--- config.mk ---
export PLATFORM = sky130hd
export DESIGN_NAME = rainbow_wave_hsv_pixel_generator_top
export DESIGN_NICKNAME = d
export VERILOG_FILES = /design/src/rwg_pkg.sv /design/src/rwg_ctrl.sv /design/src/rwg_datapath.sv /design/src/rainbow_wave_hsv_pixel_generator_top.sv
export VERILOG_INCLUDE_DIRS = /design/src /design/src/src
export SDC_FILE = /design/constraint.sdc
export NUM_CORES = 1
export LEC_CHECK = 0
export BUFFER_PORTS_ARGS = -buffer_cell sky130_fd_sc_hd__buf_2
export CORE_MARGIN = 4
export CORE_UTILIZATION = 55
export CTS_BUF_LIST = sky130_fd_sc_hd__clkbuf_16
export CTS_CLUSTER_SIZE = 14
export DETAILED_ROUTE_END_ITERATION = 12
export PLACE_DENSITY_LB_ADDON = 0.05
export SYNTH_ARGS = -nofsm -noshare
export SYNTH_HDL_FRONTEND = slang
export SYNTH_SLANG_ARGS = --single-unit
export TNS_END_PERCENT = 50
--- constraint.sdc ---
create_clock -name clk_i -period 7.4 [get_ports clk_i]
set_input_delay 1.48 -clock clk_i [delete_from_list [all_inputs] [get_ports clk_i]]
set_output_delay 1.48 -clock clk_i [all_outputs]
set_load 0.02 [all_outputs]
--- src/rainbow_wave_hsv_pixel_generator_top_assert.svh ---
// Assertion macros for the rainbow wave pixel generator.
`ifndef RAINBOW_WAVE_HSV_PIXEL_GENERATOR_TOP_ASSERT_SVH
`define RAINBOW_WAVE_HSV_PIXEL_GENERATOR_TOP_ASSERT_SVH

`ifndef NO_ASSERTIONS

`define RWG_ASSERT_IMP(lbl, ante, cons) \
  lbl: assert property (@(posedge clk_i) disable iff (!rst_ni) (ante) |-> (cons)) \
    else $error("assertion failed");

`define RWG_ASSERT_NXT(lbl, ante, cons) \
  lbl: assert property (@(posedge clk_i) disable iff (!rst_ni) (ante) |=> (cons)) \
    else $error("assertion failed");

`else

`define RWG_ASSERT_IMP(lbl, ante, cons)

`define RWG_ASSERT_NXT(lbl, ante, cons)

`endif

`endif

--- src/rwg_pkg.sv ---
package rwg_pkg;

  localparam int NUM_PIXELS  = 8;
  localparam int IDX_W       = (NUM_PIXELS > 1) ? $clog2(NUM_PIXELS) : 1;
  localparam int FRAC_W      = $clog2(NUM_PIXELS) + 1;
  localparam int HUE_STEP    = 256 / NUM_PIXELS;
  localparam int HUE_FRAC    = 256 % NUM_PIXELS;
  localparam int REGION_SPAN = 43;
  localparam int REM_SCALE   = 6;

  localparam int IN_W      = 8;
  localparam int OUT_W     = 32;
  localparam int CFG_IDX_W = 8;
  localparam int CFG_DAT_W = 8;

  localparam logic [CFG_IDX_W-1:0] CFG_SATURATION  = 8'd0;
  localparam logic [CFG_IDX_W-1:0] CFG_VALUE_LEVEL = 8'd1;
  localparam logic [CFG_IDX_W-1:0] CFG_OFFSET_STEP = 8'd2;

  localparam logic [7:0] SAT_RESET  = 8'd255;
  localparam logic [7:0] VAL_RESET  = 8'd255;
  localparam logic [7:0] STEP_RESET = 8'd2;

  typedef enum logic [1:0] {
    ST_IDLE,
    ST_RUN,
    ST_DRAIN
  } state_e;

  typedef enum logic [2:0] {
    RGN_0,
    RGN_1,
    RGN_2,
    RGN_3,
    RGN_4,
    RGN_5
  } region_e;

  typedef struct packed {
    logic start;
    logic issue;
  } cmd_t;

  typedef struct packed {
    logic adv;
    logic at_last;
    logic pipe_empty;
  } sts_t;

  typedef struct packed {
    region_e    region;
    logic [7:0] rem;
  } hue_split_t;

  function automatic hue_split_t hue_split(logic [7:0] hue);
    hue_split_t s;
    logic [7:0] base;
    if (hue >= 8'(5 * REGION_SPAN)) begin
      s.region = RGN_5;
      base     = 8'(5 * REGION_SPAN);
    end else if (hue >= 8'(4 * REGION_SPAN)) begin
      s.region = RGN_4;
      base     = 8'(4 * REGION_SPAN);
    end else if (hue >= 8'(3 * REGION_SPAN)) begin
      s.region = RGN_3;
      base     = 8'(3 * REGION_SPAN);
    end else if (hue >= 8'(2 * REGION_SPAN)) begin
      s.region = RGN_2;
      base     = 8'(2 * REGION_SPAN);
    end else if (hue >= 8'(REGION_SPAN)) begin
      s.region = RGN_1;
      base     = 8'(REGION_SPAN);
    end else begin
      s.region = RGN_0;
      base     = 8'd0;
    end
    s.rem = 8'((hue - base) * REM_SCALE);
    return s;
  endfunction

endpackage

--- src/rwg_ctrl.sv ---
module rwg_ctrl (
  input  logic        clk_i,
  input  logic        rst_ni,
  input  logic        start_req_i,
  output logic        start_rdy_o,
  input  rwg_pkg::sts_t sts_i,
  output rwg_pkg::cmd_t cmd_o
);
  import rwg_pkg::*;

  state_e state_q, state_d;

  always_ff @(posedge clk_i or negedge rst_ni) begin
    if (!rst_ni) begin
      state_q <= ST_IDLE;
    end else begin
      state_q <= state_d;
    end
  end

  always_comb begin
    state_d = state_q;
    case (state_q)
      ST_IDLE: begin
        if (start_req_i) state_d = ST_RUN;
      end
      ST_RUN: begin
        if (sts_i.adv && sts_i.at_last) state_d = ST_DRAIN;
      end
      ST_DRAIN: begin
        if (sts_i.pipe_empty) state_d = ST_IDLE;
      end
      default: state_d = ST_IDLE;
    endcase
  end

  always_comb begin
    cmd_o       = '0;
    start_rdy_o = 1'b0;
    case (state_q)
      ST_IDLE: begin
        start_rdy_o = 1'b1;
        cmd_o.start = start_req_i;
      end
      ST_RUN: begin
        cmd_o.issue = sts_i.adv;
      end
      default: ;
    endcase
  end

endmodule

--- src/rwg_datapath.sv ---
module rwg_datapath (
  input  logic                             clk_i,
  input  logic                             rst_ni,
  input  logic                             cfg_we_i,
  input  logic [rwg_pkg::CFG_IDX_W-1:0]    cfg_index_i,
  input  logic [rwg_pkg::CFG_DAT_W-1:0]    cfg_data_i,
  input  rwg_pkg::cmd_t                    cmd_i,
  output rwg_pkg::sts_t                    sts_o,
  output logic                             out_valid_o,
  input  logic                             out_ready_i,
  output logic [rwg_pkg::OUT_W-1:0]        out_data_o,
  output logic                             out_last_o
);
  import rwg_pkg::*;

  logic [7:0] sat_q, val_q, step_q, offset_q;

  logic [IDX_W-1:0]  idx_q, idx_d;
  logic [FRAC_W-1:0] frac_q, frac_d;
  logic [7:0]        base_q, base_d;
  logic [7:0]        frac_sum;
  logic              at_last, adv;

  logic              v1_q, v2_q, v3_q, vo_q;
  region_e           rg1_q, rg2_q, rg3_q;
  logic [IDX_W-1:0]  ix1_q, ix2_q, ix3_q;
  logic              l1_q, l2_q, l3_q;
  logic [7:0]        rem1_q;
  logic [7:0]        sr2_q, srn2_q, ps2_q;
  logic [7:0]        p3_q, q3_q, t3_q;
  logic [OUT_W-1:0]  data_q;
  logic              last_q;

  hue_split_t        split;
  logic [15:0]       m_sr, m_srn, m_p, m_q, m_t;
  logic [7:0]        r_c, g_c, b_c;

  assign adv     = !vo_q || out_ready_i;
  assign at_last = (idx_q == IDX_W'(NUM_PIXELS - 1));

  assign sts_o.adv        = adv;
  assign sts_o.at_last    = at_last;
  assign sts_o.pipe_empty = !(v1_q || v2_q || v3_q || vo_q);

  always_ff @(posedge clk_i or negedge rst_ni) begin
    if (!rst_ni) begin
      sat_q  <= SAT_RESET;
      val_q  <= VAL_RESET;
      step_q <= STEP_RESET;
    end else if (cfg_we_i) begin
      case (cfg_index_i)
        CFG_SATURATION:  sat_q  <= cfg_data_i;
        CFG_VALUE_LEVEL: val_q  <= cfg_data_i;
        CFG_OFFSET_STEP: step_q <= cfg_data_i;
        default: ;
      endcase
    end
  end

  assign frac_sum = 8'(frac_q) + 8'(HUE_FRAC);

  always_comb begin
    idx_d  = idx_q;
    frac_d = frac_q;
    base_d = base_q;
    if (cmd_i.start) begin
      idx_d  = '0;
      frac_d = '0;
      base_d = '0;
    end else if (cmd_i.issue) begin
      idx_d = idx_q + IDX_W'(1);
      if (frac_sum >= 8'(NUM_PIXELS)) begin
        frac_d = FRAC_W'(frac_sum - 8'(NUM_PIXELS));
        base_d = base_q + 8'(HUE_STEP) + 8'd1;
      end else begin
        frac_d = FRAC_W'(frac_sum);
        base_d = base_q + 8'(HUE_STEP);
      end
    end
  end

  always_ff @(posedge clk_i or negedge rst_ni) begin
    if (!rst_ni) begin
      idx_q    <= '0;
      frac_q   <= '0;
      base_q   <= '0;
      offset_q <= '0;
    end else begin
      idx_q  <= idx_d;
      frac_q <= frac_d;
      base_q <= base_d;
      if (cmd_i.issue && at_last) offset_q <= offset_q + step_q;
    end
  end

  assign split = hue_split(base_q + offset_q);
  assign m_sr  = 16'(sat_q) * 16'(rem1_q);
  assign m_srn = 16'(sat_q) * 16'(8'd255 - rem1_q);
  assign m_p   = 16'(val_q) * 16'(ps2_q);
  assign m_q   = 16'(val_q) * 16'(8'd255 - sr2_q);
  assign m_t   = 16'(val_q) * 16'(8'd255 - srn2_q);

  always_ff @(posedge clk_i or negedge rst_ni) begin
    if (!rst_ni) begin
      v1_q <= 1'b0;
      v2_q <= 1'b0;
      v3_q <= 1'b0;
      vo_q <= 1'b0;
    end else if (adv) begin
      v1_q <= cmd_i.issue;
      v2_q <= v1_q;
      v3_q <= v2_q;
      vo_q <= v3_q;
    end
  end

  always_ff @(posedge clk_i) begin
    if (adv) begin
      rg1_q  <= split.region;
      rem1_q <= split.rem;
      ix1_q  <= idx_q;
      l1_q   <= at_last;

      rg2_q  <= rg1_q;
      ix2_q  <= ix1_q;
      l2_q   <= l1_q;
      sr2_q  <= m_sr[15:8];
      srn2_q <= m_srn[15:8];
      ps2_q  <= 8'd255 - sat_q;

      rg3_q  <= rg2_q;
      ix3_q  <= ix2_q;
      l3_q   <= l2_q;
      p3_q   <= m_p[15:8];
      q3_q   <= m_q[15:8];
      t3_q   <= m_t[15:8];

      data_q <= {5'd0, b_c, g_c, r_c, 3'(ix3_q)};
      last_q <= l3_q;
    end
  end

  always_comb begin
    case (rg3_q)
      RGN_0:   begin r_c = val_q; g_c = t3_q;  b_c = p3_q;  end
      RGN_1:   begin r_c = q3_q;  g_c = val_q; b_c = p3_q;  end
      RGN_2:   begin r_c = p3_q;  g_c = val_q; b_c = t3_q;  end
      RGN_3:   begin r_c = p3_q;  g_c = q3_q;  b_c = val_q; end
      RGN_4:   begin r_c = t3_q;  g_c = p3_q;  b_c = val_q; end
      default: begin r_c = val_q; g_c = p3_q;  b_c = q3_q;  end
    endcase
  end

  assign out_valid_o = vo_q;
  assign out_data_o  = data_q;
  assign out_last_o  = last_q;

endmodule

--- src/rainbow_wave_hsv_pixel_generator_top.sv ---
// Rainbow wave pixel generator.
// Input stream: one item per frame request; s_axis_tdata[0] is frame_tick.
// An item with frame_tick low is taken and produces nothing.
// Output stream: one item per ring pixel, in index order, tlast on the
// final pixel. Pixel i has hue i*256/NUM_PIXELS plus the wave offset, mod 256,
// converted with the six-region integer HSV-to-RGB scheme.
// Config channel: index 0 saturation, 1 value level, 2 offset step; other
// indexes are ignored. Write only while no frame is in flight.
// Once a request is taken, the controller issues one pixel per cycle while
// m_axis_tready does not stall the output; each pixel passes through the
// 4-stage conversion pipeline (region split, saturation products, value
// products, output register). After the last issue the controller waits until
// the pipeline is empty and returns to idle; only then is a new request taken.
// A stall on m_axis_tready freezes the whole pipeline; nothing is lost.
// Reset: saturation 255, value 255, step 2, wave offset 0; the offset
// advances by the step after each frame.
`include "rainbow_wave_hsv_pixel_generator_top_assert.svh"

module rainbow_wave_hsv_pixel_generator_top (
  input  logic                          clk_i,
  input  logic                          rst_ni,
  input  logic                          s_axis_tvalid,
  output logic                          s_axis_tready,
  // [0] frame_tick, [7:1] zero
  input  logic [rwg_pkg::IN_W-1:0]      s_axis_tdata,
  output logic                          m_axis_tvalid,
  input  logic                          m_axis_tready,
  // [2:0] pixel_index, [10:3] red, [18:11] green, [26:19] blue, [31:27] zero
  output logic [rwg_pkg::OUT_W-1:0]     m_axis_tdata,
  output logic                          m_axis_tlast,
  input  logic                          cfg_valid_i,
  output logic                          cfg_ready_o,
  input  logic [rwg_pkg::CFG_IDX_W-1:0] cfg_index_i,
  input  logic [rwg_pkg::CFG_DAT_W-1:0] cfg_data_i
);
  import rwg_pkg::*;

  cmd_t cmd;
  sts_t sts;
  logic start_req;

  assign cfg_ready_o = 1'b1;
  assign start_req   = s_axis_tvalid && s_axis_tdata[0];

  rwg_ctrl u_ctrl (
    .clk_i       (clk_i),
    .rst_ni      (rst_ni),
    .start_req_i (start_req),
    .start_rdy_o (s_axis_tready),
    .sts_i       (sts),
    .cmd_o       (cmd)
  );

  rwg_datapath u_datapath (
    .clk_i       (clk_i),
    .rst_ni      (rst_ni),
    .cfg_we_i    (cfg_valid_i && cfg_ready_o),
    .cfg_index_i (cfg_index_i),
    .cfg_data_i  (cfg_data_i),
    .cmd_i       (cmd),
    .sts_o       (sts),
    .out_valid_o (m_axis_tvalid),
    .out_ready_i (m_axis_tready),
    .out_data_o  (m_axis_tdata),
    .out_last_o  (m_axis_tlast)
  );

  `RWG_ASSERT_IMP(a_idle_no_output, s_axis_tready, !m_axis_tvalid)
  `RWG_ASSERT_IMP(a_last_index, m_axis_tvalid && m_axis_tlast,
                  m_axis_tdata[2:0] == 3'(NUM_PIXELS - 1))
  `RWG_ASSERT_NXT(a_no_start_mid_frame,
                  m_axis_tvalid && m_axis_tready && !m_axis_tlast, !s_axis_tready)
  `RWG_ASSERT_IMP(a_issue_busy, cmd.issue, !s_axis_tready)

endmodule

; ---- After elaboration in Yosys (flattened, before gate mapping)
; Cells that the tools add are included.
[op_classes]
n_mux = 27
mul = 6
addsub = 11
n_lt_le_gt_ge = 6
n_eq_ne = 12
reduce_logical = 23
[op_table]
columns = cell, n
row1 = $pmux 8 s3, 3
row2 = $mux 8, 7
row3 = $mul 8x16->16, 3
row4 = $mul 32x2->7 const B, 1
row5 = $sub 8x8->9 const A, 3
row6 = $ge 8x8->1 const B, 3
row7 = $add 8x8->8, 2
row8 = $mul 8x8->16, 1
row9 = $mul 8x7->15, 1
row10 = $mux 3, 4
row11 = $mux 4, 3
row12 = $reduce_or 2->1, 5
row13 = $sub 8x8->9, 1
row14 = $add 8x1->8 const B, 1
row15 = $add 8x6->8 const B, 1
row16 = $eq 8x1->1 const B, 1
row17 = $eq 8x2->1 const B, 1
row18 = $ge 8x6->1 const B, 1
row19 = $ge 8x7->1 const B, 1
row20 = $logic_not 8->1, 1
row21 = $reduce_and 2->1, 4
row22 = $sub 8x8->8 const A, 1
row23 = $eq 3x2->1 const B, 2
row24 = $eq 3x3->1 const B, 2
row25 = 19 further kinds, 32
[word_totals]
wordCells = 116
inputBits = 29
regBits = 157
out_inout_bits = 36

; ---- Longest topological paths before layout
; Gate-level depths: netlist of the first run.
[logic_depth]
depth_word = 9
mapped_depth = 24
mapped_depth_nobuf = 24

; ---- Modules after synthesis
; A second synthesis of the first run with hierarchy kept.
[unflattened]
cells_unflattened = 1619
hier_area_um2 = 16269.4
[modules_own_cells]
columns = module, n_inst, cells_each, area_per_inst_um2
row1 = rwg_datapath, 1, 1605, 16154.2
row2 = rwg_ctrl, 1, 11, 97.6
row3 = rainbow_wave_hsv_pixel_generator_top, 1, 3, 17.5

; ---- Least setup slack after synthesis of the first run
; Ideal clock, no wire load.
[synth_timing]
path_type = input port to flip-flop
from = input port m_axis_tready
to = register u_datapath.offset_q[2]
required_time_ns = 7.254
stages = 6
arrival_ns = 5.668
setup_time_ns = 0.146
n_path_buf = 2
setup_slack_ns = 1.585
cell_sequence = nand2b_1 clkbuf_1 nand3_1 clkbuf_1 nand2_1 o21ai_0
[synth_between]
elab_chain_len = 3
[synth_lines]
columns = item, line
row1 = start: declaration, rainbow_wave_hsv_pixel_generator_top.sv:27  ; input logic m_axis_tready,
row2 = $logic_or 1x1->1, rwg_datapath.sv:38  ; assign adv = !vo_q || out_ready_i;
row3 = $mux 1, rwg_ctrl.sv:40  ; case (state_q)
row4 = $logic_and 1x1->1, rwg_datapath.sv:92  ; if (cmd_i.issue && at_last) offset_q <= offset_q + step_q;
row5 = end signal: assignment, rwg_datapath.sv:92
row6 = end: declaration, rwg_datapath.sv:16  ; logic [7:0] sat_q, val_q, step_q, offset_q;
; Every way passes these cells.
; A chain may end at the register's enable or synchronous reset.

==> results_dict.tcl, run 1 <==
set metrics [dict create \
    syn_area_per_cell_um2 9.99 \
    cts_resized 0 \
    hold_buffers 0 \
    synth_xor_area_frac 0.0324 \
    synth-async-reset-ratio 0.325 \
    synth_edf_count 104 \
    layout-area-overhead-vs-synth_pct 6.77 \
    post_drt_wl_per_cell_um 16.7 \
    start_util 0.564 \
    drive_gt1_frac 0.0898 \
    critPathMaxFanout 8 \
    cts_buffers 17 \
    gp_congestion 0.878 \
    synth_warnings 0 \
    vias_per_cell 5.44 \
    die_h_um 181 \
    worstSetupStartpoint "u_datapath.base_q[0]" \
    ys_seq_elements 154 \
    gr-total-overflow 0 \
    max_freq_mhz 177 \
    fin_skew_ns 0.0203 \
    drt_wl_total_um 34300 \
    outcome "completed" \
    grt_pass1_vias 11700 \
    grt_antenna_before_repair 0 \
    critPathArrivalTime_ns 5.83 \
    fin_nets 2051 \
    cts_setup_buffers 0 \
    postSynth.topFlopCell "edfxtp_1" \
    die_w_um 181 \
    drc 0 \
    synth_cell_types 79 \
    cts-root-buf "clkbuf_16" \
    cts.path.max_buffers 2 \
    hold_violations 0 \
    cp.required_ns 7.57 \
    hp-class "reg -> reg" \
    setup_ws_ns 1.74 \
    io-pin-count 65 \
    synth-adder-area-share 0.358 \
    max_cap_violations 0 \
    drt_iter0_markers 564 \
    dp_hpwl_um 25600 \
    cts_tree "yes" \
    yosysTopAreaCell "fa_1" \
    n_antenna_cell 0 \
    num_vias 11200 \
    synthTopCellsByArea "fa_1 (21%), edfxtp_1 (19%), ha_1 (15%)" \
    synthCells 1640 \
    muxShareOfSynthArea 0.0186 \
    slew_viol_final 0 \
    netlist_area_um2 16400 \
    place_ws_ns 1.82 \
    slew_headroom 0.287 \
    synth-simple-area-share 0.154 \
    rsz0062_at_grt "no" \
    synth_top_family_by_area "adder cells" \
    grt_use_total 0.218 \
    startpoint_type "flip-flop" \
    rows 62 \
    clock_latency_ns 0.44 \
    finalSetupViolCount 0 \
    drtAntennaViolNets 0 \
    port_buffers 51 \
    hold_start "u_datapath.ix3_q[2]" \
    grt_pass1_wl_um 58400 \
    cts_sinks 154 \
    fin_crit_sh 0.765 \
    r2r-start "u_datapath.base_q[0]" \
    worst_slew_pin_slew_ns 1.07 \
    synth-compound-area-share 0.0918 \
    core_area_um2 29000 \
    path_class "reg -> reg" \
    synth_commonest_cells "inv_1 (261), ha_1 (193), fa_1 (172)" \
    synth_most_common_cell "inv_1" \
    clk_pin_slew_ns 0.08 \
    grt_max_degree 62 \
    yosysSeqAreaShare 0.268 \
    die_area_um2 32600 \
    crit_path_end_kind "flip-flop" \
    drt_pass1_iterations 6 \
    synth_top_area_share 0.210 \
    period_needed_ns 5.66 \
    htreeDepth 4 \
    fin_setup_tns_ns 0 \
]
-- sequential cells by signal (all words and copies together) (netlist names), 8 cells and up --
register               flops
u_datapath.sat_q           8
u_datapath.sr2_q           8
u_datapath.ps2_q           8
u_datapath.q3_q            8
u_datapath.base_q          8
u_datapath.offset_q        8
u_datapath.out_data_o     27
u_datapath.step_q          8
u_datapath.t3_q            8
u_datapath.srn2_q          8
u_datapath.val_q           8
u_datapath.p3_q            8
-- cells in the final DEF (no fill, tap or decap), types with 5 or more instances in the layout --
cell	count
mux2_2	20
xor2_1	21
inv_1	261
edfxtp_1	104
nor2b_1	74
nand4_1	6
o31ai_1	9
o22a_1	9
mux2i_1	8
conb_1	6
dfrtp_1	33
o21ai_0	38
buf_2	51
o21bai_1	6
nor2_1	85
nor3_1	16
xnor2_1	37
buf_4	5
ha_1	193
or2_2	5
clkbuf_16	17
and3_1	7
o22ai_1	34
or3_1	5
o21a_1	11
nand3_1	11
and2_1	52
dfstp_2	17
a211oi_1	12
nand2b_1	84
a21o_1	14
nand2_1	114
fa_1	172
a21oi_1	53
-- stage by stage --
| step | instances | area, µm² | util | hold slack [ns] |
|---|---|---|---|---|
| 2_1_floorplan | 1644 | 16400 | - | 0.400 |
| 3_3_place_gp | 2022 | 16900 | 0.583 | 0.401 |
| 3_5_place_dp | 2022 | 16900 | 0.583 | 0.405 |
| 4_1_cts | 2054 | 17500 | 0.603 | 0.416 |
| 5_1_grt | 2054 | 17500 | 0.603 | 0.427 |
| 6_report | 2054 | 17500 | 0.603 | 0.418 |
-- cell type report --
cell class / count / area (µm²)
Fill cell: 2553 / 11500
Multi-Input combinational cell: 1165 / 10800
Sequential cell: 154 / 4400
Inverter: 263 / 987
Tap cell: 384 / 480
Clock buffer: 17 / 425
Timing Repair Buffer: 56 / 293
Clock inverter: 15 / 151
-- worst paths after layout --
kind,endpoint,slack [ns],depth (start not counted)
max,u_datapath.rem1_q[7],1.74,22
min,u_datapath.out_data_o[2],0.42,0
max reg2reg,u_datapath.rem1_q[7],1.74,22
min reg2reg,u_datapath.out_data_o[2],0.42,0
max in group asynchronous,u_datapath.v2_q,5.81,2
min in group asynchronous,u_datapath.offset_q[0],1.15,2
-- critical path: stages, from the launching register on --
cell      delay (ns)
dfrtp_1         0.44
ha_1            0.22
inv_1           0.06
fa_1            0.41
nand2b_2        0.21
a211oi_1        0.24
mux2_2          0.40
nor2_2          0.32
o211ai_2        0.17
a21oi_1         0.24
a21o_2          0.14
ha_1            0.16
inv_1           0.06
fa_1            0.46
xor2_1          0.28
ha_1            0.30
a21o_1          0.16
a21oi_1         0.21
o21bai_1        0.09
a21oi_1         0.17
xnor2_1         0.16
xnor3_1         0.35
xnor2_1         0.13
-- routing by layer --
metal / wire (µm) / global-route usage
met5: 0 / 0
met4: 555 / 0.0487
met3: 1200 / 0.0313
met2: 16500 / 0.373
met1: 16000 / 0.298
-- cells by family after synthesis --
group,count (synthesis)
simple gates,482
fa+ha+maj,365
buf+inv,325
compound gates,225
flops,154
xor+xnor,59
mux,28
other cells,2
Power of run 1 is left out: the tool's default activity adds up to more than one toggle a clock period on the data nets, which glitch-free logic cannot reach.
==> run 2: changes to the inputs <==
--- a/config.mk
+++ b/config.mk
@@ -6,6 +6,7 @@
 export SDC_FILE = /design/constraint.sdc
 export NUM_CORES = 1
 export LEC_CHECK = 0
+export ABC_AREA = 1
 export BUFFER_PORTS_ARGS = -buffer_cell sky130_fd_sc_hd__buf_2
 export CORE_MARGIN = 4
 export CORE_UTILIZATION = 55
==> constraint.sdc (replaced) <==
create_clock -name clk_i -period 5.6 [get_ports clk_i]
set_input_delay 1.12 -clock clk_i [delete_from_list [all_inputs] [get_ports clk_i]]
set_output_delay 1.12 -clock clk_i [all_outputs]
set_load 0.02 [all_outputs]
==> run 2 against run 1 <==
Net effect:
- global-route usage up 1.6 points
- register-to-register slack got worse by 1.1 ns
- flip-flop and latch count unchanged
- maximum frequency up 14%
- final cell count increased by 22%
- wire length increased by 13%
- critical path depth down 7
==> results_dict.tcl, run 2 <==
set metrics [dict create \
    drc 0 \
    yosysSeqAreaShare 0.257 \
    worst_slew_pin_slew_ns 0.882 \
    cts_resized 0 \
    cellLeakagePower_nw 9.94 \
    drtAntennaViolNets 0 \
    nFillCells 2785 \
    synth_top_area_share 0.201 \
    outcome "completed" \
    synth_warnings 0 \
    syn_area_per_cell_um2 8.30 \
    final_common_cell "nand2_1" \
    yosysTopAreaCell "fa_1" \
    grt_pass1_vias 13400 \
    worstSetupStartpoint "u_datapath.val_q[3]" \
    rsz0062_at_grt "no" \
    hold_violations 0 \
    hold_start "u_datapath.rg2_q[0]" \
    swShare 0.454 \
    max_freq_mhz 201 \
    vias_per_cell 5.26 \
    startpoint_type "flip-flop" \
    crit_path_end_kind "flip-flop" \
    r2r_slack_ns 0.64 \
    period_needed_ns 4.96 \
    reg2reg_to "u_datapath.q3_q[5]" \
    grt_max_degree 74 \
    p_total_w 0.00703 \
    slew_headroom 0.412 \
    netlist_area_um2 17100 \
    cts_sinks 154 \
    dp.cells 2471 \
    ys_seq_elements 154 \
    postLayoutCoreUtil 0.598 \
    cp.required_ns 5.78 \
    power.share.clock 0.169 \
    die_h_um 184 \
    die_area_um2 34000 \
    holdWs_ns 0.411 \
    hold_depth 0 \
    start_util 0.559 \
    synth_most_common_cell "nand2_1" \
    path_class "reg -> reg" \
    synth-async-reset-ratio 0.325 \
    r2r-start "u_datapath.val_q[3]" \
    layout-area-overhead-vs-synth_pct 6.97 \
    grt_pass1_wl_um 64600 \
    cts_tree "yes" \
    fin_cells 2503 \
    reg2regPathDepth 15 \
    max_cap_violations 0 \
    clock_latency_ns 0.44 \
    synth_edf_count 104 \
    grt_antenna_before_repair 0 \
    synthCells 2060 \
    post_drt_wl_per_cell_um 15.4 \
    p_per_area_nw_per_um2 385 \
    hold_buffers 0 \
    fin_skew_ns 0.0157 \
    p_comb_frac 0.509 \
    critPathMaxFanout 19 \
    synth_commonest_cells "nand2_1 (499), inv_1 (440), ha_1 (193)" \
    io-pin-count 65 \
    critPathArrivalTime_ns 5.15 \
    multiInputGateArea_um2 10800 \
    cts-root-buf "clkbuf_16" \
    drt_wl_total_um 38600 \
    grt_use_total 0.234 \
    core_area_um2 30600 \
    gp_congestion 0.898 \
    fin_crit_sh 0.886 \
    clk_pin_slew_ns 0.07 \
    fin_nets 2488 \
    port_buffers 51 \
    dp_hpwl_um 30900 \
    drive_gt1_frac 0.0712 \
    hp-class "reg -> reg" \
    drt_iter0_markers 769 \
    drt_pass1_iterations 6 \
    synthTopCellsByArea "fa_1 (20%), edfxtp_1 (18%), ha_1 (14%)" \
    htreeDepth 4 \
    internal_power_w 0.00384 \
    fin_setup_tns_ns 0 \
    postSynth.topFlopCell "edfxtp_1" \
    cts_setup_buffers 0 \
    num_vias 13200 \
    die_w_um 184 \
    ir_worst_vdd_mv 0.496 \
    holdPathEnd "u_datapath.rg3_q[0]" \
    cts_buffers 17 \
    largest_reg_flops 27 \
    n_antenna_cell 0 \
    cts.path.max_buffers 2 \
    seqCellArea_um2 4400 \
    slew_viol_final 0 \
    gr-total-overflow 0 \
    p_seq_frac 0.323 \
    rows 64 \
    p_sw_w 0.00319 \
    layout_common_cells "nand2_1 (499), inv_1 (439), ha_1 (193), fa_1 (172), nor2_1 (160)" \
    finalSetupViolCount 0 \
    synth_cell_types 56 \
]
-- run 2: cell types whose count changed after synthesis, sizes merged, moves of 14 or more --
cell,change
a21oi,+27
and2,-52
clkbuf,-16
inv,+181
mux2,-20
nand2,+398
nand2b,-86
nand3,+50
nor2,+78
nor2b,-75
o2111ai,+14
o21ai,+26
o22ai,-30
xnor2,-18
-- run 2: kinds of logic (layout without fill, tap and decap cells) --
logic type / Yosys count / after routing / share of synthesized area
AOI/OAI and AO/OA: 215 / 215 / 0.0755
DFF: 154 / 154 / 0.257
adders and majority gates: 365 / 365 / 0.343
buffers and inverters: 499 / 542 / 0.113
muxes: 1 / 1 / 0.000586
other: 2 / 6 / 0.000439
and+or+nand+nor: 779 / 779 / 0.187
xor gates and xnor gates: 45 / 45 / 0.0235
-- run 2: critical path, cell delays in order, from the launching register on --
cell and delay [ns]:
dfstp_2 0.87, clkinv_1 0.50, nor2_1 0.27, fa_1 0.46, ha_1 0.29, inv_1 0.05, fa_1 0.50, fa_1 0.55
inv_1 0.04, ha_1 0.33, a21oi_1 0.20, o21ai_0 0.14, a311oi_1 0.32, nand2_1 0.09, nand2_1 0.07, nand2_1 0.05
-- run 2: stage by stage --
step	setup slack, ns	cell area (µm²)
2_1_floorplan	1.02	17100
3_3_place_gp	0.707	17700
3_5_place_dp	0.681	17700
4_1_cts	0.667	18300
5_1_grt	0.307	18300
6_report	0.636	18300
-- run 2: per-layer routing --
metal	vias to the layer above	routed length [µm]	global-route usage
met4	0	748	0.0609
met3	55	1490	0.0304
met2	301	18600	0.401
li1	6488	-	-
met1	6334	17700	0.318
met5	-	0	0
-- run 2: area by class of cell --
class / instances / share of cell area
multi-input cells: 1411 / 0.590
flip-flops and latches: 154 / 0.240
inverters: 448 / 0.0921
well taps: 396 / 0.0271
clock buffers: 17 / 0.0233
repair buffers: 62 / 0.0185
clock inverters: 15 / 0.00890
-- run 2: how the worst max path moves through the flow --
stage | to | slack (ns) | cells past startpoint
final | u_datapath.q3_q[5] | 0.64 | 15
after global routing | u_datapath.rem1_q[7] | 0.31 | 31
after CTS | u_datapath.q3_q[5] | 0.67 | 15
after detailed placement | u_datapath.q3_q[5] | 0.68 | 15
after global placement | u_datapath.q3_q[5] | 0.71 | 15
after floorplan | u_datapath.offset_q[7] | 1.02 | 9
-- run 2: power by group through the flow --
stage	Clock (W)	Combinational, W	Sequential [W]
floorplan	0	0.00274	0.00219
finish	0.00119	0.00358	0.00227
CTS	0.00121	0.00359	0.00227
global route	0.00126	0.00415	0.00231
detailed placement	0	0.00358	0.00229
global placement	0	0.00351	0.00227
(Power assumes the default switching activity.)
